**config.mk**
```make
export PLATFORM = sky130hd
export DESIGN_NAME = flat_field_pixel_correct_core_flat
export DESIGN_NICKNAME = d
export VERILOG_FILES = /design/src/ffpc_pkg.sv /design/src/ffpc_if.sv /design/src/ffpc_front.sv /design/src/ffpc_fifo.sv /design/src/ffpc_back.sv /design/src/flat_field_pixel_correct_core.sv /design/src/flat_wrapper.sv
export VERILOG_INCLUDE_DIRS = /design/src /design/src/src
export SDC_FILE = /design/constraint.sdc
export NUM_CORES = 2
export LEC_CHECK = 0
export ABC_AREA = 1
export BUFFER_PORTS_ARGS = -buffer_cell sky130_fd_sc_hd__buf_2
export CAP_MARGIN = 20
export CORE_MARGIN = 2
export CORE_UTILIZATION = 25
export DETAILED_ROUTE_END_ITERATION = 6
export PLACE_DENSITY = 0.38
export SETUP_SLACK_MARGIN = 0.4
export SLEW_MARGIN = 0
export SYNTH_ARGS = -nofsm -noshare
export SYNTH_HDL_FRONTEND = slang
export SYNTH_HIERARCHICAL = 1
export SYNTH_SLANG_ARGS = --single-unit
```
**constraint.sdc**
```tcl
create_clock -name clk -period 74.3 [get_ports clk]
set_input_delay 7.43 -clock clk [delete_from_list [all_inputs] [get_ports clk]]
set_output_delay 7.43 -clock clk [all_outputs]
set_load 0.02 [all_outputs]
```
**src/flat_field_pixel_correct_core_assert.svh**
```systemverilog
// assertion macros shared by the flat field correction modules
`ifndef FLAT_FIELD_PIXEL_CORRECT_CORE_ASSERT_SVH
`define FLAT_FIELD_PIXEL_CORRECT_CORE_ASSERT_SVH

// condition implies consequence in the same cycle
`define FFPC_ASSERT_HOLDS(label, clk, rst_n, pre, post) \
	label: assert property (@(posedge clk) disable iff (!rst_n) (pre) |-> (post)) \
		else $error("ffpc assertion failed");

// condition implies consequence in the next cycle
`define FFPC_ASSERT_NEXT(label, clk, rst_n, pre, post) \
	label: assert property (@(posedge clk) disable iff (!rst_n) (pre) |=> (post)) \
		else $error("ffpc assertion failed");

`endif

```
**src/ffpc_pkg.sv**
```systemverilog
// shared constants and types of the flat field correction block
package ffpc_pkg;

	// gain is Q4.G
	localparam int GAIN_INT_BITS = 4;

	// configuration register indexes
	localparam int CFG_IDX_BITS = 2;
	typedef logic [CFG_IDX_BITS-1:0] cfg_idx_t;
	localparam cfg_idx_t REG_OFFSET_SELECT    = 2'd0;
	localparam cfg_idx_t REG_CONST_OFFSET     = 2'd1;
	localparam cfg_idx_t REG_ROUND_TO_INTEGER = 2'd2;

	// per item classification flags
	typedef struct packed {
		logic num_pos;
		logic zero_gain;
		logic round_int;
	} ffpc_flags_t;

endpackage

```
**src/ffpc_if.sv**
```systemverilog
// valid/ready channels for input voxels and corrected results
interface ffpc_in_if #(
	parameter int PIX_W  = 16,
	parameter int BG_W   = 20,
	parameter int GAIN_W = 16
);
	logic              valid;
	logic              ready;
	logic [PIX_W-1:0]  raw_pixel;
	logic [BG_W-1:0]   background;
	logic [GAIN_W-1:0] flat_gain;

	modport source (output valid, output raw_pixel, output background, output flat_gain,
		input ready);
	modport sink (input valid, input raw_pixel, input background, input flat_gain,
		output ready);
endinterface

interface ffpc_out_if #(
	parameter int OUT_W = 20
);
	logic             valid;
	logic             ready;
	logic [OUT_W-1:0] corrected;
	logic             saturated;
	logic             zero_gain_error;

	modport source (output valid, output corrected, output saturated,
		output zero_gain_error, input ready);
	modport sink (input valid, input corrected, input saturated,
		input zero_gain_error, output ready);
endinterface

```
**src/ffpc_front.sv**
```systemverilog
// front end: accepts voxels, forms the numerator and classifies each item
module ffpc_front #(
	parameter int PIXEL_BITS     = 16,
	parameter int FRAC_BITS      = 4,
	parameter int GAIN_FRAC_BITS = 12
) (
	ffpc_in_if.sink                                      in_ch,
	input  logic                                         offset_select,
	input  logic [PIXEL_BITS+FRAC_BITS-1:0]              const_offset,
	input  logic                                         round_int,
	input  logic                                         push_ready,
	output logic                                         push_valid,
	output logic [PIXEL_BITS+FRAC_BITS-1:0]              num,
	output logic [ffpc_pkg::GAIN_INT_BITS+GAIN_FRAC_BITS-1:0] gain,
	output logic [PIXEL_BITS+FRAC_BITS-1:0]              addend,
	output ffpc_pkg::ffpc_flags_t                        flags
);
	localparam int W = PIXEL_BITS + FRAC_BITS;

	logic [W-1:0] scaled;
	logic [W-1:0] diff;
	logic         pos;

	// handshake passes straight to the queue
	assign push_valid  = in_ch.valid;
	assign in_ch.ready = push_ready;

	// numerator raw*2^F - background, zero when not positive
	assign scaled = W'(in_ch.raw_pixel) << FRAC_BITS;
	assign pos    = scaled > in_ch.background;
	assign diff   = scaled - in_ch.background;
	assign num    = pos ? diff : '0;
	assign gain   = in_ch.flat_gain;

	// offset chosen now so the back end needs no configuration
	assign addend = offset_select ? const_offset : in_ch.background;

	// classification flags
	always_comb begin
		flags.num_pos   = pos;
		flags.zero_gain = (in_ch.flat_gain == '0);
		flags.round_int = round_int;
	end
endmodule

```
**src/ffpc_fifo.sv**
```systemverilog
// short queue between front end and back end
`include "flat_field_pixel_correct_core_assert.svh"

module ffpc_fifo #(
	parameter int WIDTH = 59,
	parameter int DEPTH = 4
) (
	input  logic             clk,
	input  logic             arst_n,
	input  logic             push_valid,
	output logic             push_ready,
	input  logic [WIDTH-1:0] push_data,
	output logic             pop_valid,
	input  logic             pop_ready,
	output logic [WIDTH-1:0] pop_data
);
	localparam int AW = $clog2(DEPTH);
	localparam int CW = $clog2(DEPTH + 1);

	logic [WIDTH-1:0] store_q [DEPTH];
	logic [AW-1:0]    wr_ptr_q;
	logic [AW-1:0]    rd_ptr_q;
	logic [CW-1:0]    count_q;
	logic             push;
	logic             pop;

	assign push_ready = (count_q != CW'(DEPTH));
	assign pop_valid  = (count_q != '0);
	assign push       = push_valid && push_ready;
	assign pop        = pop_valid && pop_ready;
	assign pop_data   = store_q[rd_ptr_q];

	// entry storage
	always_ff @(posedge clk) begin
		if (push) begin
			store_q[wr_ptr_q] <= push_data;
		end
	end

	// pointers and fill count
	always_ff @(posedge clk or negedge arst_n) begin
		if (!arst_n) begin
			wr_ptr_q <= '0;
			rd_ptr_q <= '0;
			count_q  <= '0;
		end else begin
			if (push) begin
				wr_ptr_q <= (wr_ptr_q == AW'(DEPTH - 1)) ? '0 : wr_ptr_q + 1'b1;
			end
			if (pop) begin
				rd_ptr_q <= (rd_ptr_q == AW'(DEPTH - 1)) ? '0 : rd_ptr_q + 1'b1;
			end
			case ({push, pop})
				2'b10:   count_q <= count_q + 1'b1;
				2'b01:   count_q <= count_q - 1'b1;
				default: count_q <= count_q;
			endcase
		end
	end

	// fill count stays in range and moves with the handshakes
	`FFPC_ASSERT_HOLDS(a_count_range, clk, arst_n, 1'b1, count_q <= CW'(DEPTH))
	`FFPC_ASSERT_NEXT(a_count_up, clk, arst_n, push && !pop, count_q == $past(count_q) + 1'b1)
	`FFPC_ASSERT_NEXT(a_count_down, clk, arst_n, pop && !push, count_q == $past(count_q) - 1'b1)
endmodule

```
**src/ffpc_back.sv**
```systemverilog
// back end: pipelined restoring divider, offset add, rounding and saturation
`include "flat_field_pixel_correct_core_assert.svh"

module ffpc_back #(
	parameter int PIXEL_BITS     = 16,
	parameter int FRAC_BITS      = 4,
	parameter int GAIN_FRAC_BITS = 12
) (
	input  logic                                              clk,
	input  logic                                              arst_n,
	input  logic                                              pop_valid,
	output logic                                              pop_ready,
	input  logic [PIXEL_BITS+FRAC_BITS-1:0]                   num,
	input  logic [ffpc_pkg::GAIN_INT_BITS+GAIN_FRAC_BITS-1:0] gain,
	input  logic [PIXEL_BITS+FRAC_BITS-1:0]                   addend,
	input  ffpc_pkg::ffpc_flags_t                             flags,
	ffpc_out_if.source                                        out_ch
);
	localparam int W  = PIXEL_BITS + FRAC_BITS;
	localparam int GW = ffpc_pkg::GAIN_INT_BITS + GAIN_FRAC_BITS;
	localparam int QW = W + GAIN_FRAC_BITS;
	localparam int RW = GW + 1;
	localparam int SW = QW + 2;
	localparam logic [SW-1:0] HALF    = (SW'(1) << FRAC_BITS) >> 1;
	localparam logic [SW-1:0] MAX_INT = (SW'(1) << PIXEL_BITS) - 1'b1;
	localparam logic [SW-1:0] MAX_Q   = (SW'(1) << W) - 1'b1;

	// divider stages: dividend shifts out the top, quotient bits enter the bottom
	logic [QW-1:0]         div_valid_s;
	logic [QW-1:0]         div_dq_s    [QW];
	logic [GW-1:0]         div_rem_s   [QW];
	logic [GW-1:0]         div_gain_s  [QW];
	logic [W-1:0]          div_add_s   [QW];
	ffpc_pkg::ffpc_flags_t div_flags_s [QW];

	// offset add stage
	logic                  fin_valid_s1;
	logic [QW:0]           fin_sum_s1;
	ffpc_pkg::ffpc_flags_t fin_flags_s1;

	// output register
	logic                  out_valid_q;
	logic [W-1:0]          out_corr_q;
	logic                  out_sat_q;
	logic                  out_zero_q;
	logic                  out_round_q;

	logic                  advance;
	logic [QW-1:0]         quot;
	logic [SW-1:0]         rounded;
	logic [SW-1:0]         maxv;
	logic                  sat;

	// whole pipe moves when the output register can take an item
	assign advance   = !out_valid_q || out_ch.ready;
	assign pop_ready = advance;

	for (genvar k = 0; k < QW; k++) begin : g_div
		logic                  v_in;
		logic [QW-1:0]         dq_in;
		logic [GW-1:0]         rem_in;
		logic [GW-1:0]         gain_in;
		logic [W-1:0]          add_in;
		ffpc_pkg::ffpc_flags_t flags_in;
		logic [RW-1:0]         rem_sh;
		logic                  ge;
		logic [RW-1:0]         rem_diff;

		// stage input from the queue or from the previous stage
		if (k == 0) begin : g_head
			assign v_in     = pop_valid;
			assign dq_in    = QW'(num) << GAIN_FRAC_BITS;
			assign rem_in   = '0;
			assign gain_in  = gain;
			assign add_in   = addend;
			assign flags_in = flags;
		end else begin : g_body
			assign v_in     = div_valid_s[k-1];
			assign dq_in    = div_dq_s[k-1];
			assign rem_in   = div_rem_s[k-1];
			assign gain_in  = div_gain_s[k-1];
			assign add_in   = div_add_s[k-1];
			assign flags_in = div_flags_s[k-1];
		end

		// one trial subtraction
		assign rem_sh   = {rem_in, dq_in[QW-1]};
		assign ge       = rem_sh >= {1'b0, gain_in};
		assign rem_diff = rem_sh - {1'b0, gain_in};

		always_ff @(posedge clk or negedge arst_n) begin
			if (!arst_n) begin
				div_valid_s[k] <= 1'b0;
			end else if (advance) begin
				div_valid_s[k] <= v_in;
			end
		end

		always_ff @(posedge clk) begin
			if (advance) begin
				div_dq_s[k]    <= {dq_in[QW-2:0], ge};
				div_rem_s[k]   <= ge ? rem_diff[GW-1:0] : rem_sh[GW-1:0];
				div_gain_s[k]  <= gain_in;
				div_add_s[k]   <= add_in;
				div_flags_s[k] <= flags_in;
			end
		end
	end

	// quotient is void for a zero gain
	assign quot = div_flags_s[QW-1].zero_gain ? '0 : div_dq_s[QW-1];

	// add the offset
	always_ff @(posedge clk or negedge arst_n) begin
		if (!arst_n) begin
			fin_valid_s1 <= 1'b0;
		end else if (advance) begin
			fin_valid_s1 <= div_valid_s[QW-1];
		end
	end

	always_ff @(posedge clk) begin
		if (advance) begin
			fin_sum_s1   <= {1'b0, quot} + (QW+1)'(div_add_s[QW-1]);
			fin_flags_s1 <= div_flags_s[QW-1];
		end
	end

	// round half up in integer mode, then saturate
	always_comb begin
		if (fin_flags_s1.round_int) begin
			rounded = (SW'(fin_sum_s1) + HALF) >> FRAC_BITS;
			maxv    = MAX_INT;
		end else begin
			rounded = SW'(fin_sum_s1);
			maxv    = MAX_Q;
		end
		sat = (fin_flags_s1.num_pos && fin_flags_s1.zero_gain) || (rounded > maxv);
	end

	// output register
	always_ff @(posedge clk or negedge arst_n) begin
		if (!arst_n) begin
			out_valid_q <= 1'b0;
		end else if (advance) begin
			out_valid_q <= fin_valid_s1;
		end
	end

	always_ff @(posedge clk) begin
		if (advance) begin
			out_corr_q  <= sat ? maxv[W-1:0] : rounded[W-1:0];
			out_sat_q   <= sat;
			out_zero_q  <= fin_flags_s1.zero_gain;
			out_round_q <= fin_flags_s1.round_int;
		end
	end

	assign out_ch.valid           = out_valid_q;
	assign out_ch.corrected       = out_corr_q;
	assign out_ch.saturated       = out_sat_q;
	assign out_ch.zero_gain_error = out_zero_q;

	// zero gain with positive numerator always ends saturated
	`FFPC_ASSERT_NEXT(a_zero_gain_sat, clk, arst_n, advance && fin_valid_s1 && fin_flags_s1.zero_gain && fin_flags_s1.num_pos, out_valid_q && out_sat_q)
	// a stalled pipe keeps its occupancy
	`FFPC_ASSERT_NEXT(a_stall_holds, clk, arst_n, !advance, $stable(div_valid_s) && $stable(fin_valid_s1))
	// integer results stay within the pixel range
	`FFPC_ASSERT_HOLDS(a_int_range, clk, arst_n, out_valid_q && out_round_q, out_corr_q <= MAX_INT[W-1:0])
endmodule

```
**src/flat_field_pixel_correct_core.sv**
```systemverilog
// Flat field correction core: one voxel per cycle sustained throughput while
// the output is ready. Results pass through the divider pipeline, which forms
// one quotient bit per stage, then the offset add stage and the output register.
// A four-entry queue parts the front end from the divider, so input accepts go on
// while a finished result waits at the output register, until the queue is full.
// Reset (asynchronous, active low) empties queue and pipe and loads register defaults.
module flat_field_pixel_correct_core #(
	parameter int PIXEL_BITS     = 16,
	parameter int FRAC_BITS      = 4,
	parameter int GAIN_FRAC_BITS = 12,
	parameter int QUEUE_DEPTH    = 4
) (
	input  logic                            clk,
	input  logic                            arst_n,
	input  logic                            cfg_we,
	input  ffpc_pkg::cfg_idx_t              cfg_index,
	input  logic [PIXEL_BITS+FRAC_BITS-1:0] cfg_data,
	ffpc_in_if.sink                         in_ch,
	ffpc_out_if.source                      out_ch
);
	localparam int W  = PIXEL_BITS + FRAC_BITS;
	localparam int GW = ffpc_pkg::GAIN_INT_BITS + GAIN_FRAC_BITS;
	localparam int FW = $bits(ffpc_pkg::ffpc_flags_t);
	localparam int IW = FW + W + GW + W;

	logic                  offset_select_q;
	logic [W-1:0]          const_offset_q;
	logic                  round_int_q;

	logic                  push_valid;
	logic                  push_ready;
	logic [W-1:0]          f_num;
	logic [GW-1:0]         f_gain;
	logic [W-1:0]          f_addend;
	ffpc_pkg::ffpc_flags_t f_flags;

	logic                  pop_valid;
	logic                  pop_ready;
	logic [IW-1:0]         pop_data;
	logic [W-1:0]          b_num;
	logic [GW-1:0]         b_gain;
	logic [W-1:0]          b_addend;
	ffpc_pkg::ffpc_flags_t b_flags;

	// configuration registers
	always_ff @(posedge clk or negedge arst_n) begin
		if (!arst_n) begin
			offset_select_q <= 1'b0;
			const_offset_q  <= '0;
			round_int_q     <= 1'b1;
		end else if (cfg_we) begin
			case (cfg_index)
				ffpc_pkg::REG_OFFSET_SELECT:    offset_select_q <= cfg_data[0];
				ffpc_pkg::REG_CONST_OFFSET:     const_offset_q  <= cfg_data;
				ffpc_pkg::REG_ROUND_TO_INTEGER: round_int_q     <= cfg_data[0];
				default: ;
			endcase
		end
	end

	ffpc_front #(
		.PIXEL_BITS     (PIXEL_BITS),
		.FRAC_BITS      (FRAC_BITS),
		.GAIN_FRAC_BITS (GAIN_FRAC_BITS)
	) u_front (
		.in_ch         (in_ch),
		.offset_select (offset_select_q),
		.const_offset  (const_offset_q),
		.round_int     (round_int_q),
		.push_ready    (push_ready),
		.push_valid    (push_valid),
		.num           (f_num),
		.gain          (f_gain),
		.addend        (f_addend),
		.flags         (f_flags)
	);

	ffpc_fifo #(
		.WIDTH (IW),
		.DEPTH (QUEUE_DEPTH)
	) u_fifo (
		.clk        (clk),
		.arst_n     (arst_n),
		.push_valid (push_valid),
		.push_ready (push_ready),
		.push_data  ({f_flags, f_num, f_gain, f_addend}),
		.pop_valid  (pop_valid),
		.pop_ready  (pop_ready),
		.pop_data   (pop_data)
	);

	// unpack the queued item
	assign {b_flags, b_num, b_gain, b_addend} = pop_data;

	ffpc_back #(
		.PIXEL_BITS     (PIXEL_BITS),
		.FRAC_BITS      (FRAC_BITS),
		.GAIN_FRAC_BITS (GAIN_FRAC_BITS)
	) u_back (
		.clk       (clk),
		.arst_n    (arst_n),
		.pop_valid (pop_valid),
		.pop_ready (pop_ready),
		.num       (b_num),
		.gain      (b_gain),
		.addend    (b_addend),
		.flags     (b_flags),
		.out_ch    (out_ch)
	);
endmodule

```
**src/flat_wrapper.sv**
```systemverilog
// flat-port wrapper written by rule: the top's interface ports become plain ports
module flat_field_pixel_correct_core_flat 
#(
	parameter int PIXEL_BITS     = 16,
	parameter int FRAC_BITS      = 4,
	parameter int GAIN_FRAC_BITS = 12,
	parameter int QUEUE_DEPTH    = 4
)
  (clk, arst_n, cfg_we, cfg_index, cfg_data, in_ch_valid, in_ch_raw_pixel, in_ch_background, in_ch_flat_gain, in_ch_ready, out_ch_valid, out_ch_corrected, out_ch_saturated, out_ch_zero_gain_error, out_ch_ready);
  ffpc_in_if #(.PIX_W(PIXEL_BITS), .BG_W((PIXEL_BITS + FRAC_BITS)), .GAIN_W((ffpc_pkg::GAIN_INT_BITS + GAIN_FRAC_BITS))) in_ch_i ();
  ffpc_out_if #(.OUT_W((PIXEL_BITS + FRAC_BITS))) out_ch_i ();
  input  logic clk;
  input  logic arst_n;
  input  logic cfg_we;
  input  ffpc_pkg::cfg_idx_t cfg_index;
  input  logic [PIXEL_BITS+FRAC_BITS-1:0] cfg_data;
  input wire logic [$bits(in_ch_i.valid)-1:0] in_ch_valid;
  input wire logic [$bits(in_ch_i.raw_pixel)-1:0] in_ch_raw_pixel;
  input wire logic [$bits(in_ch_i.background)-1:0] in_ch_background;
  input wire logic [$bits(in_ch_i.flat_gain)-1:0] in_ch_flat_gain;
  output wire logic [$bits(in_ch_i.ready)-1:0] in_ch_ready;
  output wire logic [$bits(out_ch_i.valid)-1:0] out_ch_valid;
  output wire logic [$bits(out_ch_i.corrected)-1:0] out_ch_corrected;
  output wire logic [$bits(out_ch_i.saturated)-1:0] out_ch_saturated;
  output wire logic [$bits(out_ch_i.zero_gain_error)-1:0] out_ch_zero_gain_error;
  input wire logic [$bits(out_ch_i.ready)-1:0] out_ch_ready;
  assign in_ch_i.valid = in_ch_valid;
  assign in_ch_i.raw_pixel = in_ch_raw_pixel;
  assign in_ch_i.background = in_ch_background;
  assign in_ch_i.flat_gain = in_ch_flat_gain;
  assign in_ch_ready = in_ch_i.ready;
  assign out_ch_valid = out_ch_i.valid;
  assign out_ch_corrected = out_ch_i.corrected;
  assign out_ch_saturated = out_ch_i.saturated;
  assign out_ch_zero_gain_error = out_ch_i.zero_gain_error;
  assign out_ch_i.ready = out_ch_ready;
  flat_field_pixel_correct_core #(.PIXEL_BITS(PIXEL_BITS), .FRAC_BITS(FRAC_BITS), .GAIN_FRAC_BITS(GAIN_FRAC_BITS), .QUEUE_DEPTH(QUEUE_DEPTH)) u_core (.clk(clk), .arst_n(arst_n), .cfg_we(cfg_we), .cfg_index(cfg_index), .cfg_data(cfg_data), .in_ch(in_ch_i), .out_ch(out_ch_i));
endmodule
```
==> results.cfg <==
[worst_setup_path]
worst_ep_required_time_ns = 74.86
cpMostUsedCell = sky130_fd_sc_hd__buf_4
cp_cell_sequence = buf_2 > inv_1 > nand2_4 > buf_4 > buf_4 > buf_4 > buf_12 > buf_4 > buf_4 > buf_4 > buf_4
r2r_setup_slack_ns = 66.35
setup.worst_path.start = out_ch_ready
critical_path_class = input pin to flip-flop
worstPathArrival_ns = 14.72
cp_slowest_cell = sky130_fd_sc_hd__buf_4
r2r_end = u_core/u_back/div_add_s[13][4]
r2r_start = u_core/u_back/out_ch.valid
count_of_cells_along_the_worst_register_to_register_path = 9
setup.worst_path.start_class = input pin
critPathMaxFanout = 174
critical_path.max_stage_delay_ns = 0.91
end_kind = flip-flop

[clock_network]
cts_tree = yes
cts_buffer_depth = 4
clock_sink_count = 2803
cts_resized = 0
cts_made_buffers = 323
clkTransAtPathRegs_ns = 0.05
post-cts-setup-buffer-count = 0
cts-root-buf = sky130_fd_sc_hd__clkbuf_16
clkLatencyLatePin_ns = 0.95
cts_max_level = 5
cts_hold_buffers = 0

[logic_synthesis]
synth-main-ff-cell = sky130_fd_sc_hd__edfxtp_1
post_synth_inst_count = 8957
yosys_warnings = 6
leading_post_synthesis_cells_by_cell_area = sky130_fd_sc_hd__edfxtp_1 69%, sky130_fd_sc_hd__ha_1 5.7%, sky130_fd_sc_hd__nand2_1 4.6%
postSynth.asyncResetShare = 0.0225
synth_commonest_cells = 2740 x sky130_fd_sc_hd__edfxtp_1, 1439 x sky130_fd_sc_hd__nand2_1, 981 x sky130_fd_sc_hd__inv_1, 739 x sky130_fd_sc_hd__a21oi_1, 564 x sky130_fd_sc_hd__nor2_1
top_area_cell_type_share_of_the_netlist_area = 0.695
mappedNetlistNets = 9611
yosysMostFrequentCell = sky130_fd_sc_hd__edfxtp_1
syn_area_um2 = 118000
post_synth.cell_area_avg_um2 = 13.2
yosys.area.top_type = sky130_fd_sc_hd__edfxtp_1
synth.distinct_cells = 57
synth-edff-count = 2740
synth-seq-cells = 2803
sequential_share_of_the_synthesized_area = 0.708

[routing]
route.antenna.remaining_nets = 0
drt_first_iter_violations = 3890
vias = 65200
post-route-drc-count = 0
viasPerCell = 4.14
detailed_routing_iterations_pass_1 = 5
wire_length_reported_by_the_detailed_router_um = 243000
detail_route.wl_per_cell_um = 15.5

[grt]
number_of_antenna_violations_at_the_first_check_in_global_routing = 9
grt_overflow_total = 0
globalRouteTotalUtil = 0.0995
maximum_number_of_pins_on_one_net_before_global_route_repair = 175
first_global_vias = 67500
grt_first_pass_wirelength_um = 384000

[sta]
period_needed_ns = 14.16
rsz0062_at_grt = false
post-route-period-util = 0.191
setup_viol_count_final = 0
tightestPinTransition_ns = 1.07
timing_hold_violations_final = 0
max_slew_margin = 0.287
final.setup.tns_ns = 0
drv_slew = 0
final.setup.worst_slack_ns = 60.14
final.setup_skew_ns = 0.0900
maxClockFrequency_mhz = 70.6

[floorplanning]
floorplan.core_area_um2 = 471000
ios = 103
die_h_um = 692
dieArea_um2 = 479000
std_cell_rows = 252
starting_density_of_the_core = 0.251
die_boundary_width_um = 692

[placed_design]
gpl.final_weighted_congestion = 0.802
pre_cts_slack_ns = 58.96
placement.io_buffers = 102
place.detailed.hpwl_um = 169000
placement.cell_area_um2 = 126000

[finish]
final_standard_cell_area_without_fillers_um2 = 137000
synthToLayoutAreaGrowth_pct = 15.3
filler_cell_count = 47200
postLayoutCoreUtil = 0.290
num-nets-final = 9929
drive_above_1_share = 0.0728

[hold_path]
whs_endpoint = u_core/u_back/div_add_s[14][21]
min-delay-path-class = flip-flop to flip-flop
min_from = u_core/u_back/div_add_s[14][1]
hold-path-cell-count = 0

[job]
max_cap_viol_count = 0

[status]
outcome = finished clean
-- state kept, by name, summed over array words and instances (netlist names), 2 cells and up --
| name | flops |
|---|---|
| u_core/const_offset_q | 20 |
| u_core/u_back/div_dq_s | 718 |
| u_core/u_fifo/rd_ptr_q | 2 |
| u_core/u_fifo/count_q | 3 |
| u_core/u_back/fin_sum_s1 | 33 |
| u_core/u_back/fin_flags_s1 | 3 |
| u_core/u_fifo/store_q | 236 |
| u_core/u_back/out_ch.corrected | 20 |
| u_core/u_back/div_rem_s | 496 |
| u_core/u_fifo/wr_ptr_q | 2 |
| u_core/u_back/div_gain_s | 496 |
| u_core/u_back/div_flags_s | 96 |
| u_core/u_back/g_div.v_in | 31 |
| u_core/u_back/div_add_s | 640 |
-- worst max-delay path, delay by kind of cell --
kind,cells,cell delay (ns)
buffers and inverters,10,6.31
and+or+nand+nor,1,0.58
-- kinds of logic (layout without fill, tap and decap cells) --
logic type	count (synthesis)	in the layout	share of synthesized area
AO/OA/AOI/OAI	1524	1524	0.0714
flip-flops	2803	2803	0.708
multiplexers	28	28	0.00266
buffers and inverters	1165	1728	0.0392
adder cells (fa/ha/maj)	575	575	0.0628
AND/OR/NAND/NOR	2453	2453	0.0855
XOR/XNOR	409	409	0.0303
other	0	2	0
-- layout make-up --
cell class | instances | area [um^2] | share of cell area
sequential | 2803 | 83900 | 0.614
multi-input combinational | 4989 | 29900 | 0.219
clock buffer | 407 | 8570 | 0.0627
tap | 6223 | 7790 | 0.0570
inverter | 997 | 3740 | 0.0274
clock inverter | 163 | 1510 | 0.0110
timing repair buffer | 161 | 1140 | 0.00832
antenna | 2 | 5.00 | 0.0000367
-- how the worst max path moves through the flow --
stage	end	slack, ns
finish	u_core/u_back/div_add_s[13][4]	60.14
global route	u_core/u_back/div_add_s[13][4]	59.44
CTS	u_core/u_back/div_add_s[13][4]	60.02
detailed placement	u_core/u_back/div_add_s[13][4]	58.96
global placement	u_core/u_back/div_add_s[13][4]	59.20
floorplan	u_core/u_fifo/count_q[2]	31.72
-- stage by stage --
stage / std cells / hold slack [ns]
floorplan: 8957 / 0.400
global placement: 15200 / 0.400
detailed placement: 15200 / 0.405
CTS: 15700 / 0.326
global route: 15700 / 0.341
finish: 15700 / 0.333
-- per-layer routing --
metal  track usage  up-vias  routed length (um)
li1              -    32600                   -
met1         0.126    31200              109000
met2         0.171      955              117000
met3        0.0170      443                9330
met4        0.0335        8                7680
met5             0        -                  50
-- cells in the final DEF, fill, tap and decap left out, types with 19 or more instances in the layout --
cell / count
sky130_fd_sc_hd__nand3_1: 207
sky130_fd_sc_hd__a21boi_0: 44
sky130_fd_sc_hd__a21o_1: 44
sky130_fd_sc_hd__clkinv_2: 45
sky130_fd_sc_hd__xnor2_1: 236
sky130_fd_sc_hd__a31oi_1: 35
sky130_fd_sc_hd__clkinv_1: 65
sky130_fd_sc_hd__buf_4: 47
sky130_fd_sc_hd__o21ai_0: 405
sky130_fd_sc_hd__nand2_1: 1438
sky130_fd_sc_hd__buf_2: 103
sky130_fd_sc_hd__nor2_1: 560
sky130_fd_sc_hd__a311oi_1: 29
sky130_fd_sc_hd__nor4_1: 33
sky130_fd_sc_hd__nand4_1: 73
sky130_fd_sc_hd__a21oi_1: 739
sky130_fd_sc_hd__inv_1: 981
sky130_fd_sc_hd__nor3_1: 52
sky130_fd_sc_hd__xor2_1: 173
sky130_fd_sc_hd__o21ai_1: 71
sky130_fd_sc_hd__nand3b_1: 25
sky130_fd_sc_hd__dfrtp_1: 60
sky130_fd_sc_hd__edfxtp_1: 2740
sky130_fd_sc_hd__fa_1: 32
sky130_fd_sc_hd__o211ai_1: 120
sky130_fd_sc_hd__clkbuf_16: 330
sky130_fd_sc_hd__nand2_2: 25
sky130_fd_sc_hd__ha_1: 543
sky130_fd_sc_hd__clkbuf_1: 75
sky130_fd_sc_hd__bufinv_16: 19
sky130_fd_sc_hd__mux2_2: 28
Power is not shown: default switching activity piles up to over one toggle a cycle in this logic, so the estimate is an artifact.
